<file path="src/design/lmcf_pkg.sv">
// ----------------------------------------------------------------------------
// lmcf_pkg
// Shared constants and controller/datapath interface types.
// ----------------------------------------------------------------------------
package lmcf_pkg;

    localparam int LABEL_SLOTS      = 64;
    localparam int PIXEL_COUNT_BITS = 20;

    localparam int LABEL_BITS      = $clog2(LABEL_SLOTS);
    localparam int COUNT_BITS      = PIXEL_COUNT_BITS + 1;
    localparam int CHAN_BITS       = 8;
    localparam int SUM_BITS        = PIXEL_COUNT_BITS + CHAN_BITS;
    localparam int QUO_BITS        = CHAN_BITS;
    localparam int STEP_BITS       = $clog2(QUO_BITS);
    localparam int NUM_LABELS_BITS = 7;
    localparam int IN_LABEL_BITS   = 6;
    localparam int KIND_BITS       = 2;

    localparam logic [NUM_LABELS_BITS-1:0] NUM_LABELS_RESET = NUM_LABELS_BITS'(49);

    localparam logic [KIND_BITS-1:0] KIND_CLEAR = 2'd0;
    localparam logic [KIND_BITS-1:0] KIND_ACCUM = 2'd1;
    localparam logic [KIND_BITS-1:0] KIND_QUERY = 2'd2;

    localparam logic [0:0] ADDR_NUM_LABELS = 1'b0;

    typedef struct packed {
        logic [SUM_BITS-1:0]   sum_blue;
        logic [SUM_BITS-1:0]   sum_green;
        logic [SUM_BITS-1:0]   sum_red;
        logic [COUNT_BITS-1:0] count;
    } entry_t;

    typedef struct packed {
        logic capture;
        logic clear;
        logic write;
        logic div_init;
        logic div_step;
        logic out_load;
    } cmd_t;

    typedef struct packed {
        logic hit;
        logic out_free;
    } status_t;

endpackage

</file>
<file path="src/design/lmcf_ctrl.sv">
// ----------------------------------------------------------------------------
// lmcf_ctrl
// Request sequencing: lookup, accumulate write, divide steps, result load.
// ----------------------------------------------------------------------------
module lmcf_ctrl (
    input  logic                             aclk,
    input  logic                             aresetn,
    input  logic                             s_valid,
    output logic                             s_ready,
    input  logic [lmcf_pkg::KIND_BITS-1:0]   s_kind,
    input  lmcf_pkg::status_t                sts,
    output lmcf_pkg::cmd_t                   cmd
);
    import lmcf_pkg::*;

    typedef enum logic [2:0] {
        ST_IDLE,
        ST_ACCUM,
        ST_QUERY,
        ST_DIV,
        ST_DONE
    } state_t;

    state_t                state_reg, state_next;
    logic [STEP_BITS-1:0]  step_reg, step_next;
    logic                  accept;

    assign s_ready = (state_reg == ST_IDLE);
    assign accept  = s_valid && s_ready;

    always_comb begin
        state_next   = state_reg;
        step_next    = step_reg;
        cmd          = '0;
        cmd.capture  = accept;
        unique case (state_reg)
            ST_IDLE: begin
                if (accept) begin
                    priority case (s_kind)
                        KIND_CLEAR: cmd.clear = 1'b1;
                        KIND_ACCUM: state_next = ST_ACCUM;
                        KIND_QUERY: state_next = ST_QUERY;
                        default:    state_next = ST_IDLE;
                    endcase
                end
            end
            ST_ACCUM: begin
                cmd.write  = 1'b1;
                state_next = ST_IDLE;
            end
            ST_QUERY: begin
                cmd.div_init = 1'b1;
                step_next    = STEP_BITS'(QUO_BITS - 1);
                state_next   = sts.hit ? ST_DIV : ST_DONE;
            end
            ST_DIV: begin
                cmd.div_step = 1'b1;
                step_next    = step_reg - STEP_BITS'(1);
                if (step_reg == '0) begin
                    state_next = ST_DONE;
                end
            end
            ST_DONE: begin
                if (sts.out_free) begin
                    cmd.out_load = 1'b1;
                    state_next   = ST_IDLE;
                end
            end
            default: state_next = ST_IDLE;
        endcase
    end

    always_ff @(posedge aclk) begin
        if (!aresetn) begin
            state_reg <= ST_IDLE;
            step_reg  <= '0;
        end else begin
            state_reg <= state_next;
            step_reg  <= step_next;
        end
    end

endmodule

</file>
<file path="config.mk">
export PLATFORM = sky130hd
export DESIGN_NAME = lmcf_ctrl
export DESIGN_NICKNAME = d
export VERILOG_FILES = /design/src/design/lmcf_pkg.sv /design/src/design/lmcf_ctrl.sv
export SDC_FILE = /design/constraint.sdc
export NUM_CORES = 1
export LEC_CHECK = 0
export BUFFER_PORTS_ARGS = -buffer_cell sky130_fd_sc_hd__buf_2
export CORE_AREA = 2 2 39 41
export DETAILED_ROUTE_END_ITERATION = 7
export DIE_AREA = 0 0 41 43
export GPL_TIMING_DRIVEN = 0
export PLACE_DENSITY = 0.57
export SYNTH_ARGS = -nofsm -noshare
export SYNTH_HDL_FRONTEND = slang
export SYNTH_SLANG_ARGS = --single-unit
</file>
<file path="constraint.sdc">
create_clock -name aclk -period 1.99 [get_ports aclk]
set_clock_uncertainty 0.15 [all_clocks]
set_input_delay 0.199 -clock aclk [delete_from_list [all_inputs] [get_ports aclk]]
set_output_delay 0.199 -clock aclk [all_outputs]
set_load 0.05 [all_outputs]
</file>
# After elaboration in Yosys (flattened, before gate mapping)
# Index checks and enable logic that the tools add are counted.
# totals
register_bits	6
out_inout_bits	7
in_bits	7
# classes
n_eq_ne	10
n_mux	15
add_sub_neg	1
n_reduce_logical	6
# op_table
cell	n
3-bit 2-to-1 mux	4
3-bit one-hot mux with 4 select lines	1
3-bit one-hot mux with 3 select lines	1
1-bit 2-to-1 mux	8
3-bit by 2-bit == test with 1-bit output (second input constant)	2
3-bit zero test	2
2-bit != test (second input constant)	3
3-bit one-hot mux with 2 select lines	1
4-bit AND reduction	1
3-bit by 1-bit == test with 1-bit output (second input constant)	1
3-bit == test (second input constant)	1
3-bit by 1-bit subtractor with 3-bit output (second input constant)	1
2-bit by 1-bit == test with 1-bit output (second input constant)	1
2-bit == test (second input constant)	1
2-bit zero test	1
2-bit by 1-bit != test with 1-bit output (second input constant)	1
2-bit nonzero test	1
1-bit logical AND	1

# Depth between registers and ports, before layout
# Gate-level depths: netlist of the first run.
# depth
ltp_word	4
depth_mapped	6

# Worst setup path before layout of the first run
# Ideal clock, no wire load.
# synth_path
kind	flip-flop to output port
from	reg state_reg[0]
to	out cmd[4] in the netlist's numbering
path_buffers	0
required_ps	1641
arrival_time_ps	1677
slack_ps	-36
stages_incl_launch_ff	3
path_cell_list	dfxtp_1 nor3_2 and3_1
# synth_lines
element	line_no	source
from (decl)	lmcf_ctrl.sv:24	state_t state_reg, state_next;
from (signal assigned)	lmcf_ctrl.sv:78	state_reg <= state_next;
to (decl)	lmcf_ctrl.sv:12	output lmcf_pkg::cmd_t cmd

# Worst setup path after layout of the first run
# layout_path
from	reg state_reg[1]
to	out cmd[5] in the netlist's numbering
# layout_between
elab_chain_len	2
# layout_lines
element	line_no	source
3-bit zero test	lmcf_ctrl.sv:28	assign s_ready = (state_reg == ST_IDLE);
1-bit logical AND	lmcf_ctrl.sv:29	assign accept = s_valid && s_ready;
# Every way passes these cells.

==> results.tsv, run 1 <==
stage	metric	value	unit
placed_design	input/output buffers	13	
finish	area growth from synthesis to layout	28.4	%
timing	Final Hold Viols	0	
synth	register bit count reported by yosys	6	
setup_path	slowest stage cell, crit path	dfxtp_1	
detailed_routing	TritonRoute pass-1 iters	2	
synth	Mean Syn Cell Area	8.24	um2
setup_path	Arrival @ worst endpoint	1370	ps
detailed_routing	starting DRC count in detailed routing	6	
finish	antenna fix cells	0	
setup_path	worst setup path end	cmd[5]	
synth	Netlist cell types	21	
setup_path	critical path launch point	state_reg[1]	
power	PD cells	643	nW/um2
clocking	Reg clk slew, reported paths	50	ps
setup_path	worst reg2reg endpoint	state_reg[0]	
detailed_routing	Residual DRC	0	
setup_path	crit-path max cell delay	350	ps
setup_path	WP data required	1640	ps
global_route	first-pass GRT wire length	1.29	mm
flow_run	max_cap viols	0	
detailed_routing	Post-DRT Antenna Nets	0	
power	VDD IR max	0.282	mV
detailed_routing	drt wl/cell	9.56	um
clocking	TritonCTS Buffers	3	
finish	layout cells sized above 1	0.355	
global_route	Remaining Overflow, GRT	0	
synth	post-synthesis sequential area ratio	0.317	
placed_design	routability cong.	0.684	
timing	crit share post-route	0.866	
clocking	number of gates resized after cts	0	
clocking	post-CTS setup buffer count	0	
floorplanning	Die Y	43	um
global_route	initial antenna violation count	0	
global_route	largest net degree at the start of global routing	11	
setup_path	reg2reg start	step_reg[0]	
clocking	H-tree levels	1	
run_status	status	completed	
setup_path	R2R Setup Slk	550	ps
timing	fin. max-slew vios	0	
placed_design	pre-CTS setup slack	505	ps
setup_path	Worst Path Max Fanout	6	
setup_path	worst reg-to-reg path cell count	6	
finish	FILL cells	148	
timing	fin crit period	1720	ps
timing	relative slew slack	0.822	
power	Leakage	0.218	nW
floorplanning	Core Area	1380	um2
setup_path	critical path, cell by cell	nor3_2, and2_1, buf_4, buf_2	
synth	Synth Cell Area	379	um2
clocking	# hold bufs at CTS	0	
timing	unrepaired setup endpoints after global routing	no	
detailed_routing	Avg Vias per Cell	4.63	
finish	final non-filler cell total	78	
detailed_routing	routed wire length	746	um
global_route	overall routing resource usage	0.106	
timing	Max Freq	0.580	GHz
clocking	Max Root-Sink Buffers	2	
synth	Mapped Cells	46	
floorplanning	row cnt	14	
clocking	Worst-Skew Late Latency	240	ps
clocking	clk sink count	6	
placed_design	post-DP HPWL	584	um
timing	Setup TNS	0	ps
worst_hold_path	Hold Crit Class	in2reg	
power	overall power	0.000313	W
timing	Finish-stage setup viols	0	
floorplanning	Die X	41	um
timing	Worst Tran Pin Value	266	ps
finish	Reg area	120	um2
setup_path	Setup crit start kind	register	
setup_path	CP Class	reg2out	
synth	yosys warns	0	
floorplanning	Starting Density	0.274	
clocking	clk root buf	clkbuf_4	
global_route	vias in the first global route	302	
finish	Core Util, Final	0.352	
finish	multi-input logic area	218	um2
placed_design	Placed Instances	75	
finish	Nets	73	
detailed_routing	Via Count	361	
clocking	TritonCTS clock tree	built	
floorplanning	Top-Level Pins	14	
timing	final setup margin	267	ps
synth	Synthesized Nets	55	
floorplanning	area of the die	1760	um2
setup_path	Worst setup EP type	primary output	
[worst min-delay path by stage]
stage	start	end	slack (ps)	cells after the start
after CTS	aresetn	step_reg[0]	40	3
after detailed placement	step_reg[0]	step_reg[0]	300	1
after global routing	aresetn	step_reg[0]	70	3
final	aresetn	step_reg[0]	50	3
after floorplan	aresetn	step_reg[0]	190	2
after global placement	step_reg[0]	step_reg[0]	290	1
[per-stage QoR]
stage / area (um2) / hold slack, ps
3_5_place_dp: 464 / 297
5_1_grt: 487 / 68.5
2_1_floorplan: 379 / 187
3_3_place_gp: 464 / 286
4_1_cts: 487 / 43.5
6_report: 487 / 54.4
[cells in the mapped netlist]
| master | n | area [um2] |
|---|---|---|
| ha_1 | 2 | 25.0 |
| a211oi_1 | 2 | 15.0 |
| nand3b_1 | 2 | 15.0 |
| dfxtp_1 | 6 | 120 |
| nor3_2 | 1 | 10.0 |
| or4b_1 | 1 | 10.0 |
| o21ai_0 | 2 | 10.0 |
| and2_0 | 1 | 6.26 |
| nor2b_1 | 4 | 25.0 |
| o311a_2 | 1 | 11.3 |
| and3_1 | 1 | 6.26 |
| and2_1 | 2 | 12.5 |
| nor2_1 | 5 | 18.8 |
| a21oi_1 | 2 | 10.0 |
| a311oi_1 | 2 | 17.5 |
| nand2_1 | 1 | 3.75 |
| o21ai_2 | 1 | 8.76 |
| buf_4 | 3 | 22.5 |
| nor3b_1 | 1 | 7.51 |
| inv_1 | 5 | 18.8 |
| nor3_1 | 1 | 5.00 |
[cell usage in the layout (no fill, tap or decap), types with 2 or more instances in the layout]
master	n
inv_1	5
a311oi_1	2
and2_1	2
buf_4	3
nor2_1	5
buf_2	13
dfxtp_1	6
ha_1	2
a21oi_1	2
nand3b_1	2
clkbuf_4	3
o21ai_0	2
nor2b_1	4
a211oi_1	2
[logic make-up (layout without fill, tap and decap cells)]
logic type,count (synthesis),in the layout,synth area share
buffers and inverters,8,24,0.109
DFF,6,6,0.317
AOI/OAI and AO/OA,10,10,0.191
adders and majority gates,2,2,0.0660
and+or+nand+nor,20,20,0.317
[per-layer routing]
layer  part of all wire  track usage  vias up
met1               0.49        0.147      152
met2               0.42        0.138       15
met5                  0            0        -
met3              0.087       0.0524        0
met4                  0       0.0400        0
li1                   -            -      194
[worst max-delay path, delay by kind of cell, from the launching register on]
kind | cells | cell delay [ps]
AND/OR/NAND/NOR | 2 | 450
buffers and inverters | 2 | 330
flip-flops | 1 | 350
[power breakdown]
part | total, W | switching (W) | leakage, nW | internal [W]
clock network | 0.000112 | 0.0000440 | 0.0138 | 0.0000682
registers | 0.000129 | 0.00000405 | 0.0487 | 0.000125
logic | 0.0000716 | 0.0000445 | 0.155 | 0.0000271
total | 0.000313 | 0.0000926 | 0.218 | 0.000221
[cell type report]
class | count | share of cell area
timing repair buffer | 13 | 0.134
buffer | 3 | 0.0463
tap | 16 | 0.0411
sequential | 6 | 0.247
inverter | 5 | 0.0386
multi-input combinational | 32 | 0.447
clock buffer | 3 | 0.0463
Power figures use the tool's default switching activity.
==> run 2, diff against run 1 <==
--- a/config.mk
+++ b/config.mk
@@ -11,2 +11,3 @@
 export DIE_AREA = 0 0 41 43
+export GPL_ROUTABILITY_DRIVEN = 0
 export GPL_TIMING_DRIVEN = 0
==> constraint.sdc (replaced) <==
create_clock -name aclk -period 1.99 [get_ports aclk]
set_clock_uncertainty 0.15 [all_clocks]
set_input_delay 0.0995 -clock aclk [delete_from_list [all_inputs] [get_ports aclk]]
set_output_delay 0.0995 -clock aclk [all_outputs]
set_load 0.05 [all_outputs]
==> results.tsv, run 2 (synthesis gave the netlist of run 1 again) <==
stage	metric	value	unit
setup_path	worst setup path end	cmd[1]	
setup_path	WP data required	1740	ps
clocking	Reg clk slew, reported paths	50	ps
power	share of power burned in registers	0.405	
power	VDD IR max	0.289	mV
clocking	TritonCTS Buffers	3	
setup_path	worst reg-to-reg path cell count	6	
finish	FILL cells	144	
detailed_routing	Residual DRC	0	
finish	most frequent cells in the layout	13 x buf_2, 6 x dfxtp_1, 5 x inv_1, 5 x nor2_1	
timing	Finish-stage setup viols	0	
placed_design	post-DP HPWL	584	um
placed_design	input/output buffers	13	
setup_path	Worst setup EP type	primary output	
power	clock share of power	0.352	
timing	Max Freq	0.615	GHz
setup_path	R2R Setup Slk	550	ps
setup_path	Worst Path Max Fanout	9	
worst_hold_path	min-delay src	sts[1]	
power	overall power	0.000319	W
power	sw power	0.0000934	W
floorplanning	Core Area	1380	um2
detailed_routing	Avg Vias per Cell	4.59	
global_route	first-pass GRT wire length	1.33	mm
finish	layout cells sized above 1	0.333	
floorplanning	row cnt	14	
detailed_routing	Via Count	376	
clocking	TritonCTS clock tree	built	
clocking	clk root buf	clkbuf_4	
global_route	overall routing resource usage	0.109	
timing	crit share post-route	0.817	
finish	area growth from synthesis to layout	38.9	%
floorplanning	Starting Density	0.274	
setup_path	reg2reg start	step_reg[0]	
timing	final setup margin	363	ps
timing	Setup TNS	0	ps
power	Leakage	0.234	nW
flow_run	max_cap viols	0	
detailed_routing	drt wl/cell	9.35	um
finish	Nets	77	
detailed_routing	TritonRoute pass-1 iters	2	
power	PD cells	606	nW/um2
timing	fin. max-slew vios	0	
finish	most common cell after layout, fill and taps aside	buf_2	
timing	unrepaired setup endpoints after global routing	no	
power	Internal Pwr Total	0.000226	W
setup_path	CP Class	reg2out	
detailed_routing	starting DRC count in detailed routing	6	
global_route	vias in the first global route	320	
finish	Reg area	120	um2
clocking	clk sink count	6	
placed_design	pre-CTS setup slack	569	ps
clocking	Worst-Skew Late Latency	240	ps
power	Net Sw Frac	0.293	
worst_hold_path	Hold Crit Class	in2reg	
global_route	Remaining Overflow, GRT	0	
timing	Final Hold Viols	0	
detailed_routing	Post-DRT Antenna Nets	0	
run_status	status	completed	
global_route	largest net degree at the start of global routing	11	
floorplanning	Die X	41	um
setup_path	worst reg2reg endpoint	state_reg[0]	
timing	Worst Tran Pin Value	267	ps
finish	final non-filler cell total	82	
power	Gate power share	0.243	
setup_path	Setup crit start kind	register	
timing	fin crit period	1630	ps
floorplanning	Die Y	43	um
floorplanning	Top-Level Pins	14	
placed_design	Placed Instances	75	
global_route	initial antenna violation count	0	
finish	multi-input logic area	218	um2
setup_path	Arrival @ worst endpoint	1380	ps
clocking	Max Root-Sink Buffers	2	
floorplanning	area of the die	1760	um2
clocking	H-tree levels	1	
setup_path	critical path launch point	state_reg[1]	
timing	relative slew slack	0.821	
detailed_routing	routed wire length	767	um
finish	antenna fix cells	0	
[run 2: worst min path at each step]
| stage | cells after the start | endpoint | slack (ps) |
|---|---|---|---|
| final | 4 | state_reg[2] | 80 |
| after global routing | 4 | state_reg[1] | 140 |
| after CTS | 4 | state_reg[2] | 80 |
| after detailed placement | 3 | step_reg[0] | 210 |
| after global placement | 3 | step_reg[0] | 200 |
| after floorplan | 2 | step_reg[0] | 90 |
[run 2: what timing repair did]
item | CTS | global route
buffers inserted | 0 | 0
gates resized for setup | 0 | 0
endpoints found under the setup margin | 0 | 0
hold endpoints to repair | 4 | 0
hold buffers | 4 | 0
[run 2: metal layers]
metal  global-route usage  up-vias  wire length (um)
met3               0.0524        0                65
met4               0.0400        0                 0
li1                     -      202                 -
met1                0.144      159               374
met5                    0        -                 0
met2                0.150       15               326
[run 2: metrics by stage]
stage | util | hold slack, ps | area [um2]
floorplan | - | 87.9 | 379
global placement | 0.335 | 205 | 464
detailed placement | 0.335 | 214 | 464
CTS | 0.381 | 79.4 | 527
global route | 0.381 | 137 | 527
finish | 0.381 | 81.4 | 527
[run 2: critical path: stages, from the launching register on]
cell and delay [ps]:
dfxtp_1 420, nor2b_1 160, buf_4 160, and2_1 140, buf_2 260
[run 2: power by group through the flow]
stage                     clock [W]  sequential, W  combinational [W]
after floorplan                   0       0.000130          0.0000547
after global placement            0       0.000131          0.0000718
after detailed placement          0       0.000131          0.0000726
after CTS                  0.000119       0.000129          0.0000787
after global routing       0.000126       0.000130          0.0000857
final                      0.000112       0.000129          0.0000775
[run 2: area by class of cell]
cell class,instances,share of cell area
Inverter,5,0.0356
Multi-Input combinational cell,32,0.413
Sequential cell,6,0.228
Clock buffer,3,0.0428
Buffer,3,0.0428
Timing Repair Buffer,17,0.200
Tap cell,16,0.0380
==> run 3, diff against run 2 <==
- ABC_AREA: default -> 1
- PLACE_DENSITY: 0.57 -> 0.58
- clock period: 1.99 -> 1.5 ns (I/O delays scaled with it)
==> results.tsv, run 3 <==
stage	metric	value	unit
run_status	status	completed	
floorplanning	Top-Level Pins	14	
power	Leakage	0.282	nW
power	Gate power share	0.660	
finish	Nets	89	
clocking	H-tree levels	1	
setup_path	worst reg-to-reg path cell count	9	
worst_hold_path	worst hold endpoint	state_reg[1]	
floorplanning	area of the die	1760	um2
detailed_routing	routed wire length	852	um
timing	unrepaired setup endpoints after global routing	yes	
setup_path	CP Class	reg2out	
setup_path	reg2reg start	step_reg[0]	
synth	most common cell in the synthesized netlist	nor2_1	
synth	Mean Syn Cell Area	6.40	um2
synth	Mapped Cells	61	
power	Net Sw Frac	0.554	
global_route	met1 track demand over resource	0.104	
clocking	TritonCTS Buffers	3	
synth	EDFF count, synth	0	
global_route	overall routing resource usage	0.111	
setup_path	WP data required	1270	ps
setup_path	Arrival @ worst endpoint	1240	ps
detailed_routing	Post-DRT Antenna Nets	0	
worst_hold_path	worst hold path stage count	4	
synth	top cell type's share of synthesized area	0.308	
clocking	clk root buf	clkbuf_4	
clocking	clk sink count	6	
timing	Worst Tran Pin Value	255	ps
power	clock share of power	0.115	
timing	Finish-stage setup viols	0	
synth	synth top area cells	dfxtp_1 31%, nor2_1 12%, inv_1 11%, nand2_1 7.7%, ha_1 6.4%	
detailed_routing	Via Count	420	
synth	Post-synth top cells	12 x nor2_1, 11 x inv_1, 8 x nand2_1	
timing	Max Freq	0.681	GHz
global_route	initial antenna violation count	0	
finish	Reg area	121	um2
setup_path	worst reg2reg endpoint	state_reg[2]	
synth	post-synthesis sequential area ratio	0.308	
detailed_routing	Avg Vias per Cell	4.47	
global_route	largest net degree at the start of global routing	7	
finish	most frequent cells in the layout	11 x inv_1, 11 x nor2_1, 10 x buf_2	
power	VDD IR max	0.757	mV
worst_hold_path	min-delay src	s_kind[0]	
finish	FILL cells	160	
setup_path	Worst Path Max Fanout	5	
flow_run	max_cap viols	0	
clocking	TritonCTS clock tree	built	
power	share of power burned in registers	0.225	
timing	crit share post-route	0.980	
detailed_routing	drt wl/cell	9.06	um
timing	Setup TNS	0	ps
finish	Core Util, Final	0.391	
setup_path	Setup crit start kind	register	
synth	yosys warns	0	
worst_hold_path	Hold Crit Class	in2reg	
synth	top_reg_cell synth	dfxtp_1	
synth	share of async-settable or async-resettable flops after synthesis	0	
floorplanning	Die Y	43	um
clocking	Worst-Skew Late Latency	240	ps
setup_path	slowest stage cell, crit path	dfxtp_1	
global_route	GR Util met3	0.0314	
clocking	Reg clk slew, reported paths	40	ps
power	PD cells	2370	nW/um2
synth	Synthesized Nets	70	
global_route	first-pass GRT wire length	1.26	mm
placed_design	input/output buffers	13	
clocking	Max Root-Sink Buffers	2	
setup_path	Worst setup EP type	primary output	
floorplanning	Starting Density	0.282	
global_route	vias in the first global route	364	
finish	antenna fix cells	0	
placed_design	post-DP HPWL	693	um
synth	library cell with the largest summed area after synthesis	dfxtp_1	
synth	Synth Cell Area	390	um2
power	sw power	0.000711	W
floorplanning	Die X	41	um
timing	fin crit period	1470	ps
finish	layout cells sized above 1	0.372	
detailed_routing	Residual DRC	0	
finish	area growth from synthesis to layout	38.5	%
setup_path	R2R Setup Slk	160	ps
global_route	GRT met2 Usage	0.188	
global_route	Remaining Overflow, GRT	0	
detailed_routing	starting DRC count in detailed routing	9	
timing	fin. max-slew vios	0	
global_route	Most Used Layer, Global Route	met2	
synth	Netlist cell types	16	
finish	multi-input logic area	241	um2
floorplanning	Core Area	1380	um2
detailed_routing	TritonRoute pass-1 iters	4	
timing	Final Hold Viols	0	
timing	relative slew slack	0.831	
setup_path	crit-path max cell delay	340	ps
floorplanning	row cnt	14	
power	Internal Pwr Total	0.000572	W
synth	register bit count reported by yosys	6	
setup_path	critical path, cell by cell	nor2_1, nand2_2, nor2_1, buf_4, buf_4	
run 3: cell count changes after synthesis, moves of 3 or more:
cell | previous run | this run
nor2b_1 | 4 | 0
nor2_2 | 0 | 3
nor2_1 | 5 | 12
inv_1 | 5 | 11
nand2_1 | 1 | 8
nand2_2 | 0 | 3
run 3: kinds of logic after synthesis:
family	share of synthesized area
AND/OR/NAND/NOR	0.372
flip-flops	0.308
AO/OA/AOI/OAI	0.122
buffers and inverters	0.135
adder cells (fa/ha/maj)	0.0641
run 3: critical path, delay by kind of cell, from the launching register on:
kind / cells / cell delay, ps
and+or+nand+nor: 3 / 380
DFF: 1 / 340
buffers and inverters: 2 / 280
run 3: worst max path at each step:
stage,startpoint,end,slack [ps],cells past startpoint
3_3_place_gp,step_reg[0],state_reg[2],150,9
2_1_floorplan,state_reg[1],cmd[4],-150,3
5_1_grt,state_reg[1],cmd[5],-50,5
3_5_place_dp,step_reg[0],state_reg[2],140,9
6_report,state_reg[1],cmd[5],30,5
4_1_cts,state_reg[1],cmd[5],10,5
run 3: cell type report:
class | instances | share of cell area
inverters | 12 | 0.0833
repair buffers | 14 | 0.153
plain buffers | 1 | 0.0139
multi-input cells | 42 | 0.447
well taps | 16 | 0.0370
clock buffers | 3 | 0.0417
flip-flops and latches | 6 | 0.225
run 3: power groups by stage:
stage / registers (W) / logic [W] / clock network, W
after detailed placement: 0.000289 / 0.000838 / 0
after CTS: 0.000287 / 0.000856 / 0.000159
after floorplan: 0.000279 / 0.000685 / 0
after global placement: 0.000290 / 0.000825 / 0
after global routing: 0.000297 / 0.000933 / 0.000169
final: 0.000289 / 0.000847 / 0.000148
run 3: routing by layer:
metal | up-vias | share of wire
li1 | 231 | -
met4 | 0 | 0.011
met1 | 177 | 0.43
met2 | 10 | 0.50
met3 | 2 | 0.059
met5 | - | 0
run 3: what timing repair did:
item,in CTS,in global routing
gates cloned,0,0
endpoints found under the hold margin,6,0
setup buffers,0,0
setup endpoints to repair,2,3
gates resized for setup,3,3
hold buffers,1,0
run 3: stage by stage:
stage	power, W	setup slack, ps	cell area [um2]	instances	hold WS [ps]
2_1_floorplan	0.000964	-148	409	61	46.3
3_3_place_gp	0.00112	146	494	90	191
3_5_place_dp	0.00113	142	494	90	194
4_1_cts	0.00130	14.0	533	94	110
5_1_grt	0.00140	-52.9	541	94	141
6_report	0.00128	30.7	541	94	113
